==> config.mk <==
export PLATFORM = sky130hd
export DESIGN_NAME = stb_out_stage
export DESIGN_NICKNAME = d
export VERILOG_FILES = /design/src/hw/rtl/stb_pkg.sv /design/src/hw/rtl/stb_out_stage.sv
export SDC_FILE = /design/constraint.sdc
export NUM_CORES = 1
export LEC_CHECK = 0
export BUFFER_PORTS_ARGS = -buffer_cell sky130_fd_sc_hd__buf_4
export CAP_MARGIN = 25
export CORE_AREA = 2 2 40 42
export CTS_CLUSTER_SIZE = 28
export DETAILED_ROUTE_END_ITERATION = 10
export DIE_AREA = 0 0 42 44
export PLACE_DENSITY = 0.8
export SETUP_SLACK_MARGIN = 0.05
export SYNTH_ARGS = -nofsm -noshare
export SYNTH_HDL_FRONTEND = slang
export SYNTH_SLANG_ARGS = --single-unit
==> constraint.sdc <==
create_clock -name clk -period 2 [get_ports clk]
set_input_delay 0.3 -clock clk [delete_from_list [all_inputs] [get_ports clk]]
set_output_delay 0.3 -clock clk [all_outputs]
set_load 0.01 [all_outputs]
==> src/hw/rtl/stb_pkg.sv <==
package stb_pkg;

  localparam int DEFAULT_TABLE_DEPTH = 8192;

  localparam int COUNT_W = 14;
  localparam int INDEX_W = 13;
  localparam int KEY_W   = 32;

  localparam logic [COUNT_W-1:0] COUNT_RESET = 14'd4888;

  localparam logic MODE_WRITE  = 1'b0;
  localparam logic MODE_LOOKUP = 1'b1;

  typedef enum logic [1:0] {
    ST_IDLE,
    ST_PROBE,
    ST_COMPARE,
    ST_RESULT
  } state_t;

  typedef struct packed {
    logic               was_lookup;
    logic               found;
    logic [INDEX_W-1:0] match_index;
  } result_t;

endpackage

==> src/hw/rtl/stb_out_stage.sv <==
module stb_out_stage (
  input  logic                        clk,
  input  logic                        rst,
  input  logic                        res_valid,
  output logic                        res_take,
  input  stb_pkg::result_t            res,
  output logic                        out_valid,
  input  logic                        out_stall,
  output logic                        was_lookup,
  output logic                        found,
  output logic [stb_pkg::INDEX_W-1:0] match_index
);

  stb_pkg::result_t held;

  assign res_take    = res_valid && (!out_valid || !out_stall);
  assign was_lookup  = held.was_lookup;
  assign found       = held.found;
  assign match_index = held.match_index;

  always_ff @(posedge clk) begin
    if (rst) begin
      out_valid <= 1'b0;
    end else if (res_take) begin
      out_valid <= 1'b1;
    end else if (!out_stall) begin
      out_valid <= 1'b0;
    end
  end

  always_ff @(posedge clk) begin
    if (res_take) begin
      held <= res;
    end
  end

endmodule

# Yosys cells after proc, flatten, opt, wreduce, memory -nomap -nowiden
# Cells that the tools add are included.
# op_classes
n_div,0
n_eq_ne,1
add_sub_neg,0
shifts,0
mul,0
bitwise_logic,0
n_lt_le_gt_ge,0
reduce_logical,4
mux,2
# op_table
cell,n
1-bit zero test,2
1-bit 2-to-1 mux,2
2-bit inequality test (second input constant),1
1-bit logical AND,1
1-bit logical OR,1
# word_totals
memories,0
latchBits,0
rom_bits,0
register_bits,16
ram_bits,0
input_bits,19

# Logic depth before layout (Yosys ltp)
# Gate-level depths: netlist (run 1).
# logic_depth
depth_word,4
mapped_depth,2
ltp_nobuf,2

# Worst setup path before layout (run 1)
# Ideal clock, no wire load.
# synth_timing
path_type,input to register
startpoint,input port res_valid
endpoint,register held (netlist bit found) (enable)
stages,1
t_arrival_ns,1.225
n_path_buf,0
path_slack_ns,0.378
path_cell_list,a21boi_1
# synth_via
elab_chain_cells,1
# synth_rtl
item,line_no,source
"start, declared",stb_out_stage.sv:4,"input logic res_valid,"
1-bit logical AND,stb_out_stage.sv:16,assign res_take = res_valid && (!out_valid || !out_stall);
"end signal, assigned",stb_out_stage.sv:33,held <= res;
"end, declared",stb_out_stage.sv:14,stb_pkg::result_t held;
# No other way between the ends.
# A chain may end at the register's enable or synchronous reset.

# Final worst setup path (run 1)
# layout_timing
startpoint,register out_valid
endpoint,output port res_take
# layout_via
elab_chain_cells,3
# layout_rtl
item,line_no,source
"start, declared",stb_out_stage.sv:7,"output logic out_valid,"
"start signal, assigned",stb_out_stage.sv:23,out_valid <= 1'b0;
"start signal, assigned",stb_out_stage.sv:25,out_valid <= 1'b1;
"start signal, assigned",stb_out_stage.sv:27,out_valid <= 1'b0;
1-bit zero test,stb_out_stage.sv:16,
1-bit logical OR,stb_out_stage.sv:16,
1-bit logical AND,stb_out_stage.sv:16,
"end, declared",stb_out_stage.sv:5,"output logic res_take,"
# No other way between the ends.

==> results of run 1 <==
==> worst paths after layout <==
path                  start   endpoint  slack (ps)
hold reg to reg   out_valid  out_valid         540
setup reg to reg  out_valid      found         900
setup / recovery  out_valid   res_take         680
hold / removal          rst  out_valid         180
==> flip-flops by register name (all words and copies together), names as in the netlist <==
signal	count
match_index	13
found	1
out_valid	1
was_lookup	1
==> logic make-up (layout without fill, tap and decap cells) <==
logic type / after synthesis / in the layout / share of synthesized area
and+or+nand+nor: 1 / 1 / 0.00770
buffers and inverters: 0 / 41 / 0
AOI/OAI and AO/OA: 2 / 2 / 0.0257
DFF: 16 / 16 / 0.967
==> synthesized netlist by cell type <==
| cell | n |
|---|---|
| edfxtp_1 | 15 |
| a21boi_1 | 1 |
| a21oi_1 | 1 |
| dfxtp_1 | 1 |
| nor2_1 | 1 |
==> layer usage <==
layer,part of all wire,routed length (um),track usage
met4,0.011,10,0.0774
met5,0,0,0
met3,0.093,85,0.0333
met1,0.37,337,0.119
met2,0.53,484,0.188
==> per-stage QoR <==
step / utilization / std cells / setup WS, ps
after global placement: 0.553 / 72 / 802
after global routing: 0.571 / 76 / 594
final: 0.571 / 76 / 683
after CTS: 0.571 / 76 / 672
after detailed placement: 0.553 / 72 / 787
after floorplan: - / 19 / 378
==> layout make-up <==
cell class,count,area (um^2),share of cell area
Sequential cell,16,470,0.580
Timing Repair Buffer,37,278,0.343
Clock buffer,4,26.3,0.0324
Tap cell,16,20.0,0.0247
Multi-Input combinational cell,3,16.3,0.0201
==> power by group <==
| group | internal, mW | leakage (nW) | switching [mW] | total (mW) |
|---|---|---|---|---|
| Combinational | 0.0493 | 0.185 | 0.0306 | 0.0799 |
| Sequential | 0.389 | 0.153 | 0.00581 | 0.395 |
| Clock | 0.0771 | 0.0150 | 0.0844 | 0.161 |
==> run_results.csv, run 1 <==
group,metric,value,unit
setup_path,crit_chain,"a21boi_1 -> buf_4 -> buf_4",
sta,setup_viol,0,
global_routing,grt_max_degree,10,
die,dieArea,0.00185,mm^2
sta,slew_headroom,0.921,
clocking,cts_tree,"yes",
logic_synthesis,synthCells,19,
logic_synthesis,synth.distinct_cells,5,
hold_path,holdPathStages,2,
clocking,clock-root-buffer,"clkbuf_4",
route,avgRoutedWirePerCell,12.1,um
sta,tightestPinTransition,119,ps
layout,final_cell_mix,"buf_4, edfxtp_1, clkbuf_4",
layout,design_area,811,um^2
logic_synthesis,ys_seq_area_frac,0.967,
setup_path,critPathTopFamily,"flip-flops",
logic_synthesis,avgSynthCellArea,25.6,um^2
global_routing,grt_pass1_wl,1430,um
logic_synthesis,synthTopCellsByArea,"edfxtp_1, dfxtp_1, a21boi_1, a21oi_1, nor2_1",
setup_path,reg2regPathDepth,3,
setup_path,critPathMaxStageDelay,330,ps
setup_path,worst_path_max_delay_cell,"dfxtp_1",
power,peakVddDrop,0.000548,V
die,io-pin-count,36,
clocking,cts_hold_buf,0,
power,p_per_area,784,mW/mm^2
sta,finalHoldViolations,0,
setup_path,cp_common_cell,"buf_4",
clocking,numCtsBuffers,3,
route,drtPass1Iterations,2,
layout,drive_gt1_frac,0.667,
power,leakage,0.353,nW
hold_path,min_path_type,"in -> reg",
clocking,cts_max_level,1,
clocking,clockBufferDepth,2,
layout,syn2layout_area_growth,66.6,%
route,ant_nets,0,
setup_path,critPathBufInv,2,
route,via_per_inst,4.32,
layout,fill_cells,125,
route,drc_errors,0,
layout,fin_nets,80,
setup_path,worst_setup_path_end_kind,"output port",
setup_path,cp.arrival,1020,ps
sta,setup_tns,0,ps
clocking,cts_setup_buffers,0,
logic_synthesis,synth_top_area_frac,0.925,
logic_synthesis,synth_area,487,um^2
global_routing,grt_pass1_vias,328,
sta,layout_min_cycle_time,1320,ps
setup_path,cp_num_cells,3,
sta,skew,10.0,ps
sta,hold_slack,183,ps
placed_design,dpl.hpwl,785,um
global_routing,antenna_found_initial,0,
setup_path,cp_data_required_time,1700,ps
clocking,clk_pin_slew_worst_paths,70,ps
setup_path,start_kind,"flop",
die,core,0.00142,mm^2
clocking,clock_latency,270,ps
clocking,cts.sinks,16,
die,dieWidth,42,um
setup_path,criticalPathCategory,"reg -> out",
placed_design,dpl-instance-area,785,um^2
global_routing,grt_use_total,0.111,
logic_synthesis,ys_ff_latch,16,
die,initial_utilization,0.343,
sta,finalMaxSlewViolations,0,
global_routing,grt-ovfl-total,0,
sta,max_clock_freq,759,MHz
layout,mostFrequentLayoutCell,"buf_4",
route,drt_iter0_drc,6,
sta,fin_crit_sh,0.659,
sta,rsz0062_at_grt,"false",
job,drv_cap,0,
setup_path,critPathMaxFanout,8,
placed_design,gp_congestion,0.595,
route,vias,328,
run_status,outcome,"finished clean",
die,num_rows,14,
route,finalWirelength,916,um
layout,antenna_cells,0,
logic_synthesis,synth.largest_area_cell,"edfxtp_1",
clocking,cts_resized,0,
die,die_h,44,um
placed_design,io_buffer_count,35,
power,p_total,0.636,mW
logic_synthesis,synth_nets,38,
logic_synthesis,ys_warn_count,0,
Note: power is estimated with default switching activity, not from simulation.
==> run 2: changes to the inputs <==
Clock period 2 ns to 1.35 ns, I/O delays scaled along.
==> run 2 against run 1 <==
  * Final cell count unchanged
  * Sequential cell count unchanged
  * Sequential power increased by 48%
  * Via count decreased by 2.1%
  * Utilization increased by 1.3 points
  * Critical path type unchanged
  * Die area unchanged
  * Combinational power increased by 56%
  * Clock power increased by 55%
  * Total power increased by 51%
  * Sequential share of layout area decreased by 1.3 points
==> run_results.csv, run 2 (synthesized netlist as in run 1, its figures left out) <==
group,metric,value,unit
sta,max_clock_freq,830,MHz
setup_path,criticalPathCategory,"reg -> out",
run_status,outcome,"finished clean",
route,avgRoutedWirePerCell,12.6,um
layout,antenna_cells,0,
hold_path,holdPathStages,2,
clocking,cts_tree,"yes",
die,core,0.00142,mm^2
layout,regArea,470,um^2
global_routing,grt-ovfl-total,0,
hold_path,hold_start,"rst",
placed_design,gp_congestion,0.569,
setup_path,cp_data_required_time,1150,ps
hold_path,hold_path_end,"out_valid",
route,via_per_inst,4.22,
power,p_per_area,1160,mW/mm^2
clocking,clockBufferDepth,2,
power,peakVddDrop,0.000579,V
sta,tightestPinTransition,188,ps
die,dieArea,0.00185,mm^2
global_routing,grt_max_degree,16,
layout,syn2layout_area_growth,70.4,%
route,ant_nets,0,
layout,final_core_util,0.585,
setup_path,r2r-end,"was_lookup",
sta,finalHoldViolations,0,
layout,largest_register_ffs,13,
job,drv_cap,0,
sta,setup_tns,0,ps
power,leakage,0.362,nW
die,io-pin-count,36,
sta,fin_ws,146,ps
layout,mostFrequentLayoutCell,"buf_4",
placed_design,io_buffer_count,35,
route,drtPass1Iterations,4,
hold_path,min_path_type,"in -> reg",
layout,final_cell_mix,"buf_4, edfxtp_1, clkbuf_4",
sta,finalMaxSlewViolations,0,
global_routing,grt_use_total,0.115,
sta,layout_min_cycle_time,1200,ps
setup_path,r2r_slack,230,ps
die,initial_utilization,0.343,
route,vias,321,
setup_path,critPathMaxFanout,3,
die,num_rows,14,
sta,setup_viol,0,
global_routing,grt_pass1_vias,357,
die,die_h,44,um
clocking,clock-root-buffer,"clkbuf_4",
global_routing,antenna_found_initial,0,
setup_path,start_kind,"flop",
clocking,cts_max_level,1,
placed_design,dp_slack,290,ps
setup_path,cp.arrival,1000,ps
sta,fin_crit_sh,0.892,
setup_path,reg2regPathDepth,3,
clocking,clock_latency,280,ps
setup_path,worst_setup_path_end_kind,"output port",
layout,multi_input_area,27.5,um^2
die,dieWidth,42,um
layout,fin_nets,80,
route,drt_iter0_drc,5,
clocking,cts.sinks,16,
setup_path,r2r_start,"out_valid",
sta,rsz0062_at_grt,"false",
clocking,clk_pin_slew_worst_paths,80,ps
route,finalWirelength,957,um
route,drc_errors,0,
layout,fill_cells,116,
layout,drive_gt1_frac,0.683,
global_routing,grt_pass1_wl,1500,um
clocking,numCtsBuffers,3,
sta,slew_headroom,0.874,
sta,skew,5.00,ps
## run 2: changes by cell type in the layout (fill, tap and decap cells not counted)
cell / before / now
a21boi_1: 1 / 0
a21boi_4: 0 / 1
buf_8: 0 / 1
buf_4: 37 / 36
## run 2: worst max path at each step
stage	start	to	slack, ps	cells after the start
floorplan	out_valid	found	230	1
global placement	out_stall	res_take	310	4
detailed placement	out_stall	res_take	290	4
CTS	out_valid	res_take	130	3
global route	out_valid	res_take	100	3
finish	out_valid	res_take	150	3
## run 2: through the flow
| stage | hold slack, ps | power, mW | instance area, um^2 | std cells |
|---|---|---|---|---|
| 2_1_floorplan | 275 | 0.627 | 498 | 19 |
| 3_3_place_gp | 361 | 0.714 | 788 | 71 |
| 3_5_place_dp | 365 | 0.717 | 788 | 71 |
| 4_1_cts | 58.6 | 0.971 | 830 | 76 |
| 5_1_grt | 63.3 | 1.00 | 830 | 76 |
| 6_report | 70.0 | 0.959 | 830 | 76 |
## run 2: worst max-delay path: stages, from the launching register on
cell      delay (ps)
dfxtp_1          400
a21boi_4          70
buf_8            120
buf_4            130
## run 2: cell type report
| class | instances | share of cell area |
|---|---|---|
| sequential | 16 | 0.567 |
| timing repair buffer | 37 | 0.344 |
| multi-input combinational | 3 | 0.0332 |
| clock buffer | 4 | 0.0317 |
| tap | 16 | 0.0241 |
## run 2: per-layer routing
layer,vias up,routed length (um),part of all wire,GRT usage
met5,-,0,0,0
met4,0,0,0,0.0968
met2,20,516,0.54,0.197
met3,0,106,0.11,0.0292
li1,156,-,-,-
met1,145,334,0.35,0.119
## run 2: what timing repair did
action,4_1_cts,5_1_grt
hold endpoints to repair,0,0
setup buffers,1,0
resized for setup,2,0
endpoints found under the setup margin,1,0
hold buffers,0,0
## run 2: power by group
part / switching (mW) / total, mW / internal (mW) / leakage, nW
clock: 0.134 / 0.249 / 0.115 / 0.0150
combinational: 0.0469 / 0.125 / 0.0779 / 0.193
sequential: 0.00927 / 0.585 / 0.576 / 0.153
total: 0.191 / 0.959 / 0.768 / 0.362
==> run 3: changes to the inputs <==
Settings changed: CORE_AREA 2 2 40 42 to 2 2 44 46, DIE_AREA 0 0 42 44 to 0 0 46 48, PLACE_DENSITY 0.8 to 0.7.
==> run 3 against run 2 <==
  * Die area rose by 19%
  * First-iteration DRC count fell by 80%
  * Sequential cell count did not move
  * Critical path depth did not move
  * Final area rose by 0.75%
  * Clock skew fell by 3.7 ps
  * Worst hold slack improved by 1.4 ps
  * Wire length fell by 0.21%
  * Clock power fell by 4%
  * Largest cell class unchanged
==> run_results.csv, run 3 (synthesized netlist as in run 1, its figures left out) <==
group,metric,value,unit
run_status,outcome,"finished clean",
layout,final_core_util,0.495,
setup_path,cp_data_required_time,1150,ps
die,core,0.00169,mm^2
layout,syn2layout_area_growth,71.7,%
power,p_seq_frac,0.614,
global_routing,grt_pass1_vias,352,
power,switching_share,0.199,
global_routing,grt_use_total,0.102,
clocking,cts.sinks,16,
power,power_frac_clock,0.252,
sta,rsz0062_at_grt,"false",
route,via_per_inst,4.23,
layout,drive_gt1_frac,0.683,
die,dieWidth,46,um
power,peakVddDrop,0.000648,V
clocking,clock-root-buffer,"clkbuf_4",
die,initial_utilization,0.288,
clocking,numCtsBuffers,3,
sta,finalMaxSlewViolations,0,
clocking,clk_pin_slew_worst_paths,80,ps
setup_path,critPathMaxFanout,3,
power,leakage,0.364,nW
sta,tightestPinTransition,186,ps
layout,antenna_cells,0,
clocking,clockBufferDepth,2,
layout,final_cell_mix,"buf_4, edfxtp_1, clkbuf_4",
job,drv_cap,0,
setup_path,r2r_slack,220,ps
setup_path,start_kind,"flop",
die,dieArea,0.00221,mm^2
layout,fin_nets,80,
power,p_sw,0.190,mW
sta,skew,1.35,ps
setup_path,worst_setup_path_end_kind,"output port",
sta,max_clock_freq,830,MHz
setup_path,criticalPathCategory,"reg -> out",
power,p_per_area,1140,mW/mm^2
layout,largest_register_ffs,13,
sta,slew_headroom,0.876,
power,intPower,0.763,mW
clocking,cts_max_level,1,
die,io-pin-count,36,
route,drc_errors,0,
route,drtPass1Iterations,2,
setup_path,r2r-end,"found",
route,drt_iter0_drc,1,
clocking,cts_resized,0,
global_routing,grt_pass1_wl,1460,um
clocking,clock_latency,270,ps
placed_design,io_buffer_count,35,
sta,setup_viol,0,
global_routing,grt-ovfl-total,0,
sta,fin_crit_sh,0.893,
setup_path,reg2regPathDepth,3,
global_routing,grt_max_degree,17,
layout,mostFrequentLayoutCell,"buf_4",
die,num_rows,15,
sta,finalHoldViolations,0,
route,finalWirelength,955,um
hold_path,min_path_type,"in -> reg",
die,die_h,48,um
clocking,cts_tree,"yes",
setup_path,r2r_start,"out_valid",
setup_path,cp-endpoint,"res_take",
setup_path,critical_path.startpoint,"out_valid",
route,ant_nets,0,
power,pwr-share-comb,0.134,
route,avgRoutedWirePerCell,12.4,um
global_routing,antenna_found_initial,0,
sta,layout_min_cycle_time,1210,ps
sta,setup_tns,0,ps
setup_path,cp.arrival,1000,ps
placed_design,gp_congestion,0.668,
route,vias,326,
## run 3: changes by cell type in the layout (fill, tap and decap cells not counted), sizes merged
cell / previous run / this run
clkbuf: 4 / 3
clkinv: 0 / 1
## run 3: timing repair
item | CTS | global route
hold buffers | 0 | 0
buffers inserted | 0 | 1
endpoints found under the setup margin | 0 | 1
## run 3: how the worst min path moves through the flow
stage / startpoint / depth (start not counted) / to
4_1_cts: rst / 2 / out_valid
3_5_place_dp: rst / 2 / out_valid
6_report: rst / 2 / out_valid
3_3_place_gp: rst / 2 / out_valid
2_1_floorplan: rst / 1 / out_valid
5_1_grt: rst / 2 / out_valid
## run 3: final cells by class
cell class                      count  area (um^2)
Multi-Input combinational cell      3         27.5
Clock buffer                        3         22.5
Tap cell                           17         21.3
Clock inverter                      1         3.75
Sequential cell                    16          470
Timing Repair Buffer               37          290
Fill cell                         163          853
## run 3: power by group through the flow
stage	clock network [mW]	registers [mW]	logic, mW
after floorplan	0	0.612	0.0146
after global placement	0	0.597	0.125
after detailed placement	0	0.597	0.127
after CTS	0.257	0.586	0.127
after global routing	0.281	0.588	0.139
final	0.240	0.585	0.127
## run 3: metal layers
metal,vias up,routed length [um],track usage
li1,156,-,-
met1,136,356,0.108
met2,32,399,0.144
met3,2,185,0.0604
met4,0,14,0.0857
met5,-,0,0
## run 3: metrics by stage
stage               cell area (um^2)  setup WS, ps  power [mW]  hold WS, ps  instances
detailed placement               802           363       0.724          364         72
CTS                              828          54.5       0.970         60.6         76
global placement                 802           375       0.721          359         72
floorplan                        498           228       0.627          275         19
finish                           836           145       0.952         71.4         77
global route                     836          85.1        1.01         55.1         77
## run 3: worst max-delay path, cell delays in order, from the launching register on
cell and delay (ps):
dfxtp_1 400, a21boi_4 80, buf_12 120, buf_4 130
