===== config.mk =====
export PLATFORM = sky130hd
export DESIGN_NAME = stb_search_ctrl
export DESIGN_NICKNAME = d
export VERILOG_FILES = /design/src/hw/rtl/stb_pkg.sv /design/src/hw/rtl/stb_search_ctrl.sv
export SDC_FILE = /design/constraint.sdc
export NUM_CORES = 1
export LEC_CHECK = 0
export BUFFER_PORTS_ARGS = -buffer_cell sky130_fd_sc_hd__buf_2
export CAP_MARGIN = 15
export CORE_MARGIN = 2
export CORE_UTILIZATION = 45
export CTS_BUF_LIST = sky130_fd_sc_hd__clkbuf_8 sky130_fd_sc_hd__clkbuf_16
export CTS_CLUSTER_DIAMETER = 80
export DETAILED_ROUTE_END_ITERATION = 12
export GPL_ROUTABILITY_DRIVEN = 0
export PLACE_DENSITY = 0.68
export SYNTH_ARGS = -nofsm -noshare
export SYNTH_HDL_FRONTEND = slang
export SYNTH_SLANG_ARGS = --single-unit
export TNS_END_PERCENT = 10

===== constraint.sdc =====
create_clock -name clk -period 7 [get_ports clk]
set_clock_uncertainty 0.15 [all_clocks]
set_input_delay 0.35 -clock clk [delete_from_list [all_inputs] [get_ports clk]]
set_output_delay 0.35 -clock clk [all_outputs]
set_load 0.02 [all_outputs]

===== src/hw/rtl/stb_pkg.sv =====
package stb_pkg;

  localparam int DEFAULT_TABLE_DEPTH = 8192;

  localparam int COUNT_W = 14;
  localparam int INDEX_W = 13;
  localparam int KEY_W   = 32;

  localparam logic [COUNT_W-1:0] COUNT_RESET = 14'd4888;

  localparam logic MODE_WRITE  = 1'b0;
  localparam logic MODE_LOOKUP = 1'b1;

  typedef enum logic [1:0] {
    ST_IDLE,
    ST_PROBE,
    ST_COMPARE,
    ST_RESULT
  } state_t;

  typedef struct packed {
    logic               was_lookup;
    logic               found;
    logic [INDEX_W-1:0] match_index;
  } result_t;

endpackage


===== src/hw/rtl/stb_search_ctrl.sv =====
module stb_search_ctrl #(
  parameter int TABLE_DEPTH = stb_pkg::DEFAULT_TABLE_DEPTH,
  localparam int ADDR_W = $clog2(TABLE_DEPTH),
  localparam int BOUND_W = $clog2(TABLE_DEPTH + 1)
) (
  input  logic                        clk,
  input  logic                        rst,
  input  logic                        cfg_we,
  input  logic [stb_pkg::COUNT_W-1:0] cfg_wdata,
  input  logic                        in_valid,
  output logic                        in_stall,
  input  logic                        mode,
  input  logic [stb_pkg::INDEX_W-1:0] entry_index,
  input  logic [stb_pkg::KEY_W-1:0]   key_value,
  output logic                        mem_wr_en,
  output logic [ADDR_W-1:0]           mem_wr_addr,
  output logic [stb_pkg::KEY_W-1:0]   mem_wr_data,
  output logic                        mem_rd_en,
  output logic [ADDR_W-1:0]           mem_rd_addr,
  input  logic [stb_pkg::KEY_W-1:0]   mem_rd_data,
  output logic                        res_valid,
  input  logic                        res_take,
  output stb_pkg::result_t            res
);

  stb_pkg::state_t state, state_next;

  logic [stb_pkg::COUNT_W-1:0] entry_count;
  logic [stb_pkg::KEY_W-1:0]   key, key_next;
  logic [BOUND_W-1:0]          low, low_next;
  logic [BOUND_W-1:0]          high, high_next;
  logic [ADDR_W-1:0]           mid, mid_next;
  stb_pkg::result_t            res_next;

  logic [BOUND_W-1:0] count_sat;
  logic [BOUND_W-1:0] step_low;
  logic [BOUND_W-1:0] step_high;
  logic               key_less;
  logic               key_equal;

  // The interval is [low, high): high is one past the last candidate entry.
  function automatic logic [ADDR_W-1:0] mid_of(input logic [BOUND_W-1:0] lo,
                                               input logic [BOUND_W-1:0] hi);
    logic [BOUND_W:0] sum;
    sum = {1'b0, lo} + {1'b0, hi} - {{BOUND_W{1'b0}}, 1'b1};
    return ADDR_W'(sum >> 1);
  endfunction

  assign count_sat = (int'(entry_count) > TABLE_DEPTH) ? BOUND_W'(TABLE_DEPTH)
                                                      : BOUND_W'(entry_count);
  assign key_less  = $signed(key) < $signed(mem_rd_data);
  assign key_equal = key == mem_rd_data;
  assign step_low  = key_less ? low : BOUND_W'(mid) + BOUND_W'(1);
  assign step_high = key_less ? BOUND_W'(mid) : high;

  assign in_stall    = state != stb_pkg::ST_IDLE;
  assign res_valid   = state == stb_pkg::ST_RESULT;
  assign mem_wr_addr = ADDR_W'(entry_index);
  assign mem_wr_data = key_value;

  always_ff @(posedge clk) begin
    if (rst) begin
      state       <= stb_pkg::ST_IDLE;
      entry_count <= stb_pkg::COUNT_RESET;
    end else begin
      state <= state_next;
      if (cfg_we) begin
        entry_count <= cfg_wdata;
      end
    end
  end

  always_ff @(posedge clk) begin
    key  <= key_next;
    low  <= low_next;
    high <= high_next;
    mid  <= mid_next;
    res  <= res_next;
  end

  always_comb begin
    state_next  = state;
    key_next    = key;
    low_next    = low;
    high_next   = high;
    mid_next    = mid;
    res_next    = res;
    mem_wr_en   = 1'b0;
    mem_rd_en   = 1'b0;
    mem_rd_addr = mid_of(low, high);
    case (state)
      stb_pkg::ST_IDLE: begin
        if (in_valid) begin
          res_next = '0;
          if (mode == stb_pkg::MODE_WRITE) begin
            mem_wr_en  = int'(entry_index) < TABLE_DEPTH;
            state_next = stb_pkg::ST_RESULT;
          end else begin
            res_next.was_lookup = 1'b1;
            key_next   = key_value;
            low_next   = '0;
            high_next  = count_sat;
            state_next = stb_pkg::ST_PROBE;
          end
        end
      end
      stb_pkg::ST_PROBE: begin
        if (low < high) begin
          mem_rd_en  = 1'b1;
          mid_next   = mid_of(low, high);
          state_next = stb_pkg::ST_COMPARE;
        end else begin
          state_next = stb_pkg::ST_RESULT;
        end
      end
      stb_pkg::ST_COMPARE: begin
        if (key_equal) begin
          res_next.found       = 1'b1;
          res_next.match_index = stb_pkg::INDEX_W'(mid);
          state_next           = stb_pkg::ST_RESULT;
        end else begin
          low_next  = step_low;
          high_next = step_high;
          if (step_low < step_high) begin
            mem_rd_en   = 1'b1;
            mem_rd_addr = mid_of(step_low, step_high);
            mid_next    = mid_of(step_low, step_high);
          end else begin
            state_next = stb_pkg::ST_RESULT;
          end
        end
      end
      stb_pkg::ST_RESULT: begin
        if (res_take) begin
          state_next = stb_pkg::ST_IDLE;
        end
      end
      default: begin
        state_next = stb_pkg::ST_IDLE;
      end
    endcase
  end

endmodule


Yosys cells after proc, flatten, opt, wreduce, memory -nomap -nowiden:

Index checks and enable logic that the tools add are counted.

* add/subtract/negate cells: 5
* $lt $le $gt $ge: 4
* equal/unequal tests: 12
* mux-type cells: 36
* reductions and logical operators: 10

Operator list (number)
* $mux 14: 11
* $pmux 14 s2: 3
* $mux 13: 6
* $eq 32x32->1: 1
* $lt 32x32->1: 1
* $add 14x14->14: 2
* $lt 14x14->1: 2
* $sub 14x1->14 const B: 2
* $pmux 13 s2: 1
* $add 13x1->14 const B: 1
* $gt 14x14->1 const B: 1
* $ne 2x2->1 const B: 6
* $mux 2: 5
* $reduce_and 3->1: 3
* $mux 1: 8
* $pmux 2 s4: 1
* $reduce_and 4->1: 2
* $reduce_bool 2->1: 3
* $eq 2x2->1 const B: 2
* $ne 3x3->1 const B: 1
* $eq 2x1->1 const B: 1
* $logic_not 2->1: 1
* $ne 2x1->1 const B: 1
* $pmux 1 s2: 1
* $reduce_and 2->1: 1

* register bits: 104
* input port bits: 97
* output and inout port bits: 77
* word-level logic and storage cells: 76

Depth between registers and ports, before layout:

Gate-level depths: netlist of run 1.

* depth after elaboration: 7
* mapped depth: 27
* depth with buffers taken out: 23

Worst setup path after synthesis of run 1:

No wires, ideal clock.

* kind: input to output
* start point: input port mem_rd_data[14] (netlist bit)
* end point: output port mem_rd_addr[10]
* arrival time: 5.426 ns
* required time: 6.500 ns
* slack: 1.074 ns
* cell stages on the path: 22
* buffers on the path: 3
* path through: inv_1 ha_1 a21oi_2 nand2_1 a221o_1 o31a_4 o31ai_4 and2_1 buf_2 buf_4 clkbuf_1 mux2i_1 ha_1 ha_1 fa_1 a21o_1 a21oi_1 a21oi_1 o311ai_2 a211oi_1 or3_1 a31o_1

* longest elaborated chain between the ends: 7
* elaborated cells on any way between the ends: 10
* classes of those cells: 2 x add/sub; 2 x order compare; 1 x eq/ne; 5 x mux

Ends and longest elaborated chain
* start, declared: RTL line stb_search_ctrl.sv:20 `input logic [stb_pkg::KEY_W-1:0] mem_rd_data,`
* $lt 32x32->1: RTL line stb_search_ctrl.sv:51 `assign key_less = $signed(key) < $signed(mem_rd_data);`
* $mux 14, on equally long branches: RTL line stb_search_ctrl.sv:53, stb_search_ctrl.sv:54
* $add 14x14->14: RTL line stb_search_ctrl.sv:45 `sum = {1'b0, lo} + {1'b0, hi} - {{BOUND_W{1'b0}}, 1'b1};`
* $sub 14x1->14: RTL line stb_search_ctrl.sv:45
* $mux 13: RTL line stb_search_ctrl.sv:124 `if (step_low < step_high) begin`
* $mux 13 *: RTL line stb_search_ctrl.sv:117 `if (key_equal) begin`
* $mux 13 *: RTL line stb_search_ctrl.sv:91 `case (state)`
* end, declared: RTL line stb_search_ctrl.sv:19 `output logic [ADDR_W-1:0] mem_rd_addr,`

Every way passes the cells marked *; elsewhere a longest branch is shown, timed or not.

Worst setup path after layout of run 1:

* start point: register key[31] (netlist bit)
* end point: output port mem_rd_addr[10]

* longest elaborated chain between the ends: 7
* elaborated cells on any way between the ends: 10
* classes of those cells: 2 x add/sub; 2 x order compare; 1 x eq/ne; 5 x mux

Ends and longest elaborated chain
* start, declared: RTL line stb_search_ctrl.sv:29 `logic [stb_pkg::KEY_W-1:0] key, key_next;`
* start signal, assigned: RTL line stb_search_ctrl.sv:74 `key <= key_next;`
* $lt 32x32->1 *: RTL line stb_search_ctrl.sv:51
* $mux 14 *: RTL line stb_search_ctrl.sv:53 `assign step_low = key_less ? low : BOUND_W'(mid) + BOUND_W'(1);`
* net step_low[1]: RTL line stb_search_ctrl.sv:36 `logic [BOUND_W-1:0] step_low;`
* $add 14x14->14: RTL line stb_search_ctrl.sv:45
* $sub 14x1->14: RTL line stb_search_ctrl.sv:45
* $mux 13 *: RTL line stb_search_ctrl.sv:124
* $mux 13 *: RTL line stb_search_ctrl.sv:117
* $mux 13 *: RTL line stb_search_ctrl.sv:91

Mark *: on every way through the listed nets, which the timed path passes. The rest lies on a longest branch.

==> results of run 1 <==
-- worst paths after layout --
path | from | endpoint | slack, ns
min | key_value[5] | key[5] | 0.03
max | key[31] | mem_rd_addr[10] | 0.44
max reg2reg | key[31] | mid[10] | 1.05
min reg2reg | entry_count[10] | entry_count[10] | 0.37
-- critical path, stage by stage, from the launching register on --
cell and delay (ns):
edfxtp_1 0.37, ha_1 0.50, nand2_1 0.10, o21bai_1 0.51, or2_2 0.25, o21ba_2 0.17, nand3_1 0.20, and2_2 0.42
nor2_1 0.08, a21oi_1 0.23, inv_1 0.08, ha_1 0.32, ha_1 0.23, fa_1 0.42, a21o_1 0.18, a21oi_1 0.24
a21oi_1 0.11, o311ai_2 0.43, a211oi_1 0.15, or3_1 0.34, a31o_1 0.21, buf_2 0.15
-- where the power goes --
part	switching [mW]	internal, mW
Combinational	1.85	1.22
Sequential	0.146	0.946
Clock	0.249	0.249
-- placed cells by master, fill, tap and decap left out, types with 6 or more instances in the layout --
cell / synthesis / routed
o21ai_0: 46 / 45
nand3_1: 17 / 17
and3_1: 8 / 8
nand2_1: 60 / 60
edfxtp_1: 88 / 88
clkbuf_16: 0 / 9
nor2_1: 53 / 53
nand2b_1: 6 / 6
ha_1: 101 / 101
a211o_1: 7 / 7
a21oi_1: 52 / 51
mux2i_1: 31 / 31
inv_1: 122 / 122
o21bai_1: 10 / 10
nor2b_1: 8 / 8
dfxtp_1: 16 / 16
xnor2_1: 32 / 32
buf_4: 47 / 9
mux2_2: 6 / 6
nand4_1: 6 / 6
xor2_1: 8 / 8
a21o_1: 13 / 13
buf_2: 3 / 147
and2_1: 14 / 13
-- cell families after synthesis --
group / count (synthesis) / synth area share [%]
flops: 104 / 36.6
simple gates: 194 / 11.5
compound gates: 175 / 14.0
fa+ha+maj: 104 / 16.2
mux: 40 / 5.27
buf+inv: 194 / 11.4
xor+xnor: 43 / 5.02
-- sequential cells by signal (all words and copies together) (netlist names) --
register	cells
low	14
entry_count	14
state	2
mid	13
res	15
key	32
high	14
-- layout make-up --
cell class              instances  area, µm²
fillers                      1681       8810
multi-input cells             556       4240
clock buffers                   9        225
clock inverters                 7       62.6
inverters                     122        458
repair buffers                156        803
flip-flops and latches        104       2960
well taps                     229        287
-- metrics by stage --
step	power, mW	hold slack, ns	instances
after global routing	5.09	0.0152	1183
after CTS	4.68	0.0174	1183
after global placement	4.12	0.352	1167
after floorplan	3.38	0.299	854
final	4.67	0.0302	1183
after detailed placement	4.16	0.358	1167
-- metal layers --
| metal | part of all wire, % | wire length, µm | up-vias |
|---|---|---|---|
| li1 | - | - | 3100 |
| met1 | 47 | 8630 | 2808 |
| met2 | 46 | 8470 | 147 |
| met3 | 5.0 | 911 | 17 |
| met4 | 1.8 | 333 | 0 |
| met5 | 0 | 0 | - |
==> metrics, run 1 <==
CORE AREA=between 0.015 and 0.02 mm²; RSZ-0062 raised after global routing=false; total gr overflow=0; maxcap violations=0; Post-Route WL=around 18 mm; Vias per Instance=roughly 5.1; die width=around 140 µm; first-pass GRT wire length=slightly below 30 mm; Worst R2R Path Depth=20; Initial Utilization=between 40% and 50%; Iter 0 DRT Violations=around 290; main flop type after synthesis=edfxtp_1; Post-CTS Setup Inserts=0; CP arrival=6.06 ns; clk sink count=104; layout cells sized above 1=about a fifth; final net count=1149; Relative slew margins=52.8%; worst skew pair latency=about 0.36 ns; post-route setup slack=approximately 0.44 ns; num rows=49; vias in the first global route=approximately 5.9k; number of I/O pins=174; most used routing layer=met2; Final HPWL DP=about 14 mm; Syn Area/Cell=~9.5 µm²; Routed Antenna Nets=0; DRT Pass-1 Iters=4; post-cts sizing count=0; count leader, synth=inv_1; Hold Fails Final Rpt=0; Synth top area share=32.6%; Synth area leader=edfxtp_1; met2 usage=approximately a third; CTS clk-pin slew, worst paths=~0.07 ns; fmax=between 150 and 200 MHz; die area=approximately 0.019 mm²; antenna violations before repair=0; number of diodes=0; met3 Resource Use GR=3.12%; hold-fix buffers at CTS=0; Worst-Margin Slew=roughly 0.7 ns; Die Y=about 140 µm; Worst Hold Class=input pin to flip-flop; Ys Warns=0; Via Count=approximately 6.1k; synth cell count leaders=inv_1, ha_1, edfxtp_1; minimum clock period=between 6 and 7 ns; port buffer count=roughly 150; worst-path fanout max=19; wire per inst=roughly 16 µm; share of the yosys chip area belonging to registers=about 37%; Place WS=~0.76 ns; fin. max-slew vios=0; #FFs+latches synth=104; largest net degree at the start of global routing=34; Tcrit/Tclk final=between 90 and 100%; Critical Path Sink Type=output port; Area growth syn-to-layout=11.5%; Static Leak=around 4.3 nW; H-tree levels=3; Setup violations, final=0; cell count after synthesis=854; Worst VDD drop=between 0.2 and 0.25 mV; CTS tree=built; worst endpoint required time=around 6.5 ns; top cells by area, synth=edfxtp_1, ha_1, inv_1; fin util=50.6%; DP Area=between 0.008 and 0.009 mm²; WHS Path Cells=1; syn_nets=~1.1k; final setup TNS=0 ns; CTS Buf Count=9; status=finished clean; ys async rst share=0%; power density cells=517 mW/mm²; Post-Syn Area=0.00810 mm²; global-route usage over all layers=around 19%; Clock Tree Buf Depth=2; clk root buf=clkbuf_16; final instance area=roughly 0.009 mm²; Netlist cell types=slightly below 70; DR DRC count=0; number of synthesized flops with an enable pin=88; startpoint types=flip-flop; CP Class=flip-flop to output port; GR Util met1=between 20% and 30%
Power figures use the tool's default switching activity.
==> inputs of run 2 (changes only) <==
Settings changed: ABC_AREA from default to 1, HOLD_SLACK_MARGIN from default to 0.02.
==> run 2 against run 1 <==
Sequential share of layout area decreased by 1.0 points. Hold slack improved by 0.0016 ns. Final area increased by 3.3%. Synthesized cell count increased by 25%.
==> metrics, run 2 <==
die width=approximately 140 µm; CTS tree=built; fmax=194 MHz; Area growth syn-to-layout=12.4%; global-route usage over all layers=approximately a fifth; total gr overflow=0; Initial Utilization=around 46%; Filler cells=~1.8k; DP Area=0.00892 mm²; H-tree levels=3; Synth top area share=between 30% and 40%; worst-path fanout max=45; Largest register FFs=32; final net count=~1.4k; syn_nets=about 1.3k; Post-Route WL=between 15 and 20 mm; CTS clk-pin slew, worst paths=0.07 ns; status=finished clean; Netlist cell types=41; post-synthesis compound-gate area fraction=under 10%; CORE AREA=between 0.015 and 0.02 mm²; ys async rst share=0%; multiplexer share of the synthesized area=0%; r2r startpoint=key[31]; main flop type after synthesis=edfxtp_1; Worst path max stage delay=between 0.4 and 0.5 ns; #FFs+latches synth=104; worst skew pair latency=~0.36 ns; number of synthesized flops with an enable pin=approximately 90; die area=0.0195 mm²; first-pass GRT wire length=roughly 32 mm; Tcrit/Tclk final=between 70% and 80%; Critical Path Sink Type=output port; CP Launch Point=key[31]; final instance area=~0.0093 mm²; most frequent cells in the layout=nand2_1, inv_1, buf_2; XOR/XNOR Fraction of Synth Area=2.53%; CP most frequent cell=nand2_1; biggest regs=key x32, res x15; Hold Fails Final Rpt=0; layout cells sized above 1=between 15 and 20%; Top reg by flops=key; vias in the first global route=between 6k and 7k; cell count after synthesis=1070; Via Count=roughly 7k; Synth area leader=edfxtp_1; fin. max-slew vios=0; r2r endpoint=mid[8]; Slowest cell on crit path=fa_1; Vias per Instance=4.88; DRT Pass-1 Iters=5; clk root buf=clkbuf_16; clk sink count=104; Die Y=between 100 and 150 µm; wire per inst=13.8 µm; CP Capture Point=mem_rd_addr[8]; Cell Chain, Critical Path=ha_1, a21oi_1, o21a_1, nand2_1, a21oi_1, nand2_2, nand2_1, nand2_4, o21ai_0, ha_1, ha_1, fa_1, a31oi_1, inv_1, nand2_1, o21ai_1, nand2_1, nand2_1, nand2_1, nand2_1, nor2_1, nor2_1, buf_2; DR DRC count=0; CP bufs+invs=2; num rows=49; Final HPWL DP=15.3 mm; Ys Warns=0; simple logic cell fraction of the synthesized area=22.2%; CTS Buf Count=9; port buffer count=roughly 150; maxcap violations=0; Setup violations, final=0; register area=0.00296 mm²; cell family with the largest share of critical-path delay=adder cells; share of the yosys chip area belonging to registers=a little over a third; startpoint types=flip-flop; Clock Tree Buf Depth=2; CP arrival=roughly 4.7 ns; antenna violations before repair=0; Iter 0 DRT Violations=431; Syn Area/Cell=7.76 µm²; number of diodes=0; worst endpoint required time=roughly 6.5 ns; Relative slew margins=around 37%; Post-Syn Area=between 0.008 and 0.009 mm²; number of I/O pins=approximately 170; Routed Antenna Nets=0; synth cell count leaders=nand2_1, inv_1, ha_1; Synth Area in Adders=between 10% and 20%; Worst R2R Path Depth=22; area of the multi-input gates=~0.0041 mm²; RSZ-0062 raised after global routing=false; largest family of logic cells by synthesized area=simple AND/OR/NAND/NOR gates; WP depth=23; top cells by area, synth=edfxtp_1, ha_1, nand2_1; count leader, synth=nand2_1; Worst Hold Class=input pin to flip-flop; largest net degree at the start of global routing=48; final setup TNS=0 ns; Worst-Margin Slew=0.937 ns; post-cts sizing count=0; minimum clock period=roughly 5.2 ns; reg2reg setup slack=2.45 ns; CP Class=flip-flop to output port; leading cell type in the layout, fill and taps excluded=nand2_1
[run 2: cell types whose count changed after synthesis, moves of 14 or more]
cell     delta
and2_1     -14
inv_1      +82
mux2i_1    -31
nand2_1   +183
nand3_1    +42
nor2_1     +27
xnor2_1    -30
xor2_1     +14
[run 2: cells by family (layout without fill, tap and decap cells)]
family,after synthesis,after routing
AO/OA/AOI/OAI,138,138
buffers and inverters,272,386
XOR/XNOR,24,24
flip-flops,104,104
adder cells (fa/ha/maj),103,103
AND/OR/NAND/NOR,429,429
[run 2: routing by layer]
metal | vias to the layer above | track usage [%] | share of wire (%) | wire (µm)
li1 | 3599 | - | - | -
met1 | 3121 | 27.2 | 46 | 9030
met2 | 152 | 34.2 | 47 | 9250
met3 | 21 | 3.06 | 4.9 | 951
met4 | 0 | 5.47 | 1.6 | 313
met5 | - | 0 | 0 | 0
[run 2: how the worst min path moves through the flow]
| stage | slack [ns] | depth (start not counted) | to | startpoint |
|---|---|---|---|---|
| after floorplan | 0.30 | 0 | key[0] | key_value[0] |
| after global placement | 0.32 | 2 | entry_count[9] | entry_count[9] |
| after detailed placement | 0.32 | 2 | entry_count[9] | entry_count[9] |
| after CTS | 0.02 | 1 | key[9] | key_value[9] |
| after global routing | 0.02 | 1 | key[15] | key_value[15] |
| final | 0.03 | 1 | key[31] | key_value[31] |
[run 2: repair_timing]
action / 4_1_cts / 5_1_grt
hold buffers: 10 / 2
buffers inserted: 0 / 0
hold endpoints to repair: 10 / 2
[run 2: layout make-up]
class	count	share of cell area, %
Sequential cell	104	31.8
Clock buffer	9	2.41
Tap cell	229	3.07
Clock inverter	7	0.684
Multi-Input combinational cell	694	44.1
Timing Repair Buffer	165	9.66
Inverter	205	8.27
[run 2: worst register-to-register path, stage by stage (launching register included)]
cell and delay [ns]:
edfxtp_1 0.39, ha_1 0.35, a21oi_1 0.16, o21a_1 0.13, nand2_1 0.05, a21oi_1 0.26, nand2_2 0.10, nand2_1 0.15
nand2_4 0.28, o21ai_0 0.42, ha_1 0.32, ha_1 0.25, fa_1 0.44, a31oi_1 0.16, inv_1 0.10, nand2_1 0.06
o21ai_1 0.09, nand2_1 0.10, nand2_1 0.05, nand2_1 0.06, nand2_1 0.08, nand2_1 0.06, o21ai_0 0.08
[run 2: through the flow]
stage | setup slack (ns) | hold slack, ns | util (%) | cells
finish | 1.84 | 0.0318 | 51.8 | 1413
global route | 1.24 | 0.0219 | 51.8 | 1413
CTS | 1.78 | 0.0201 | 51.7 | 1411
detailed placement | 2.11 | 0.325 | 49.5 | 1385
global placement | 2.23 | 0.322 | 49.5 | 1385
floorplan | 2.37 | 0.299 | - | 1070
Power of run 2 is left out: the tool's default activity adds up to more than one toggle a clock period on the data nets, which glitch-free logic cannot reach.
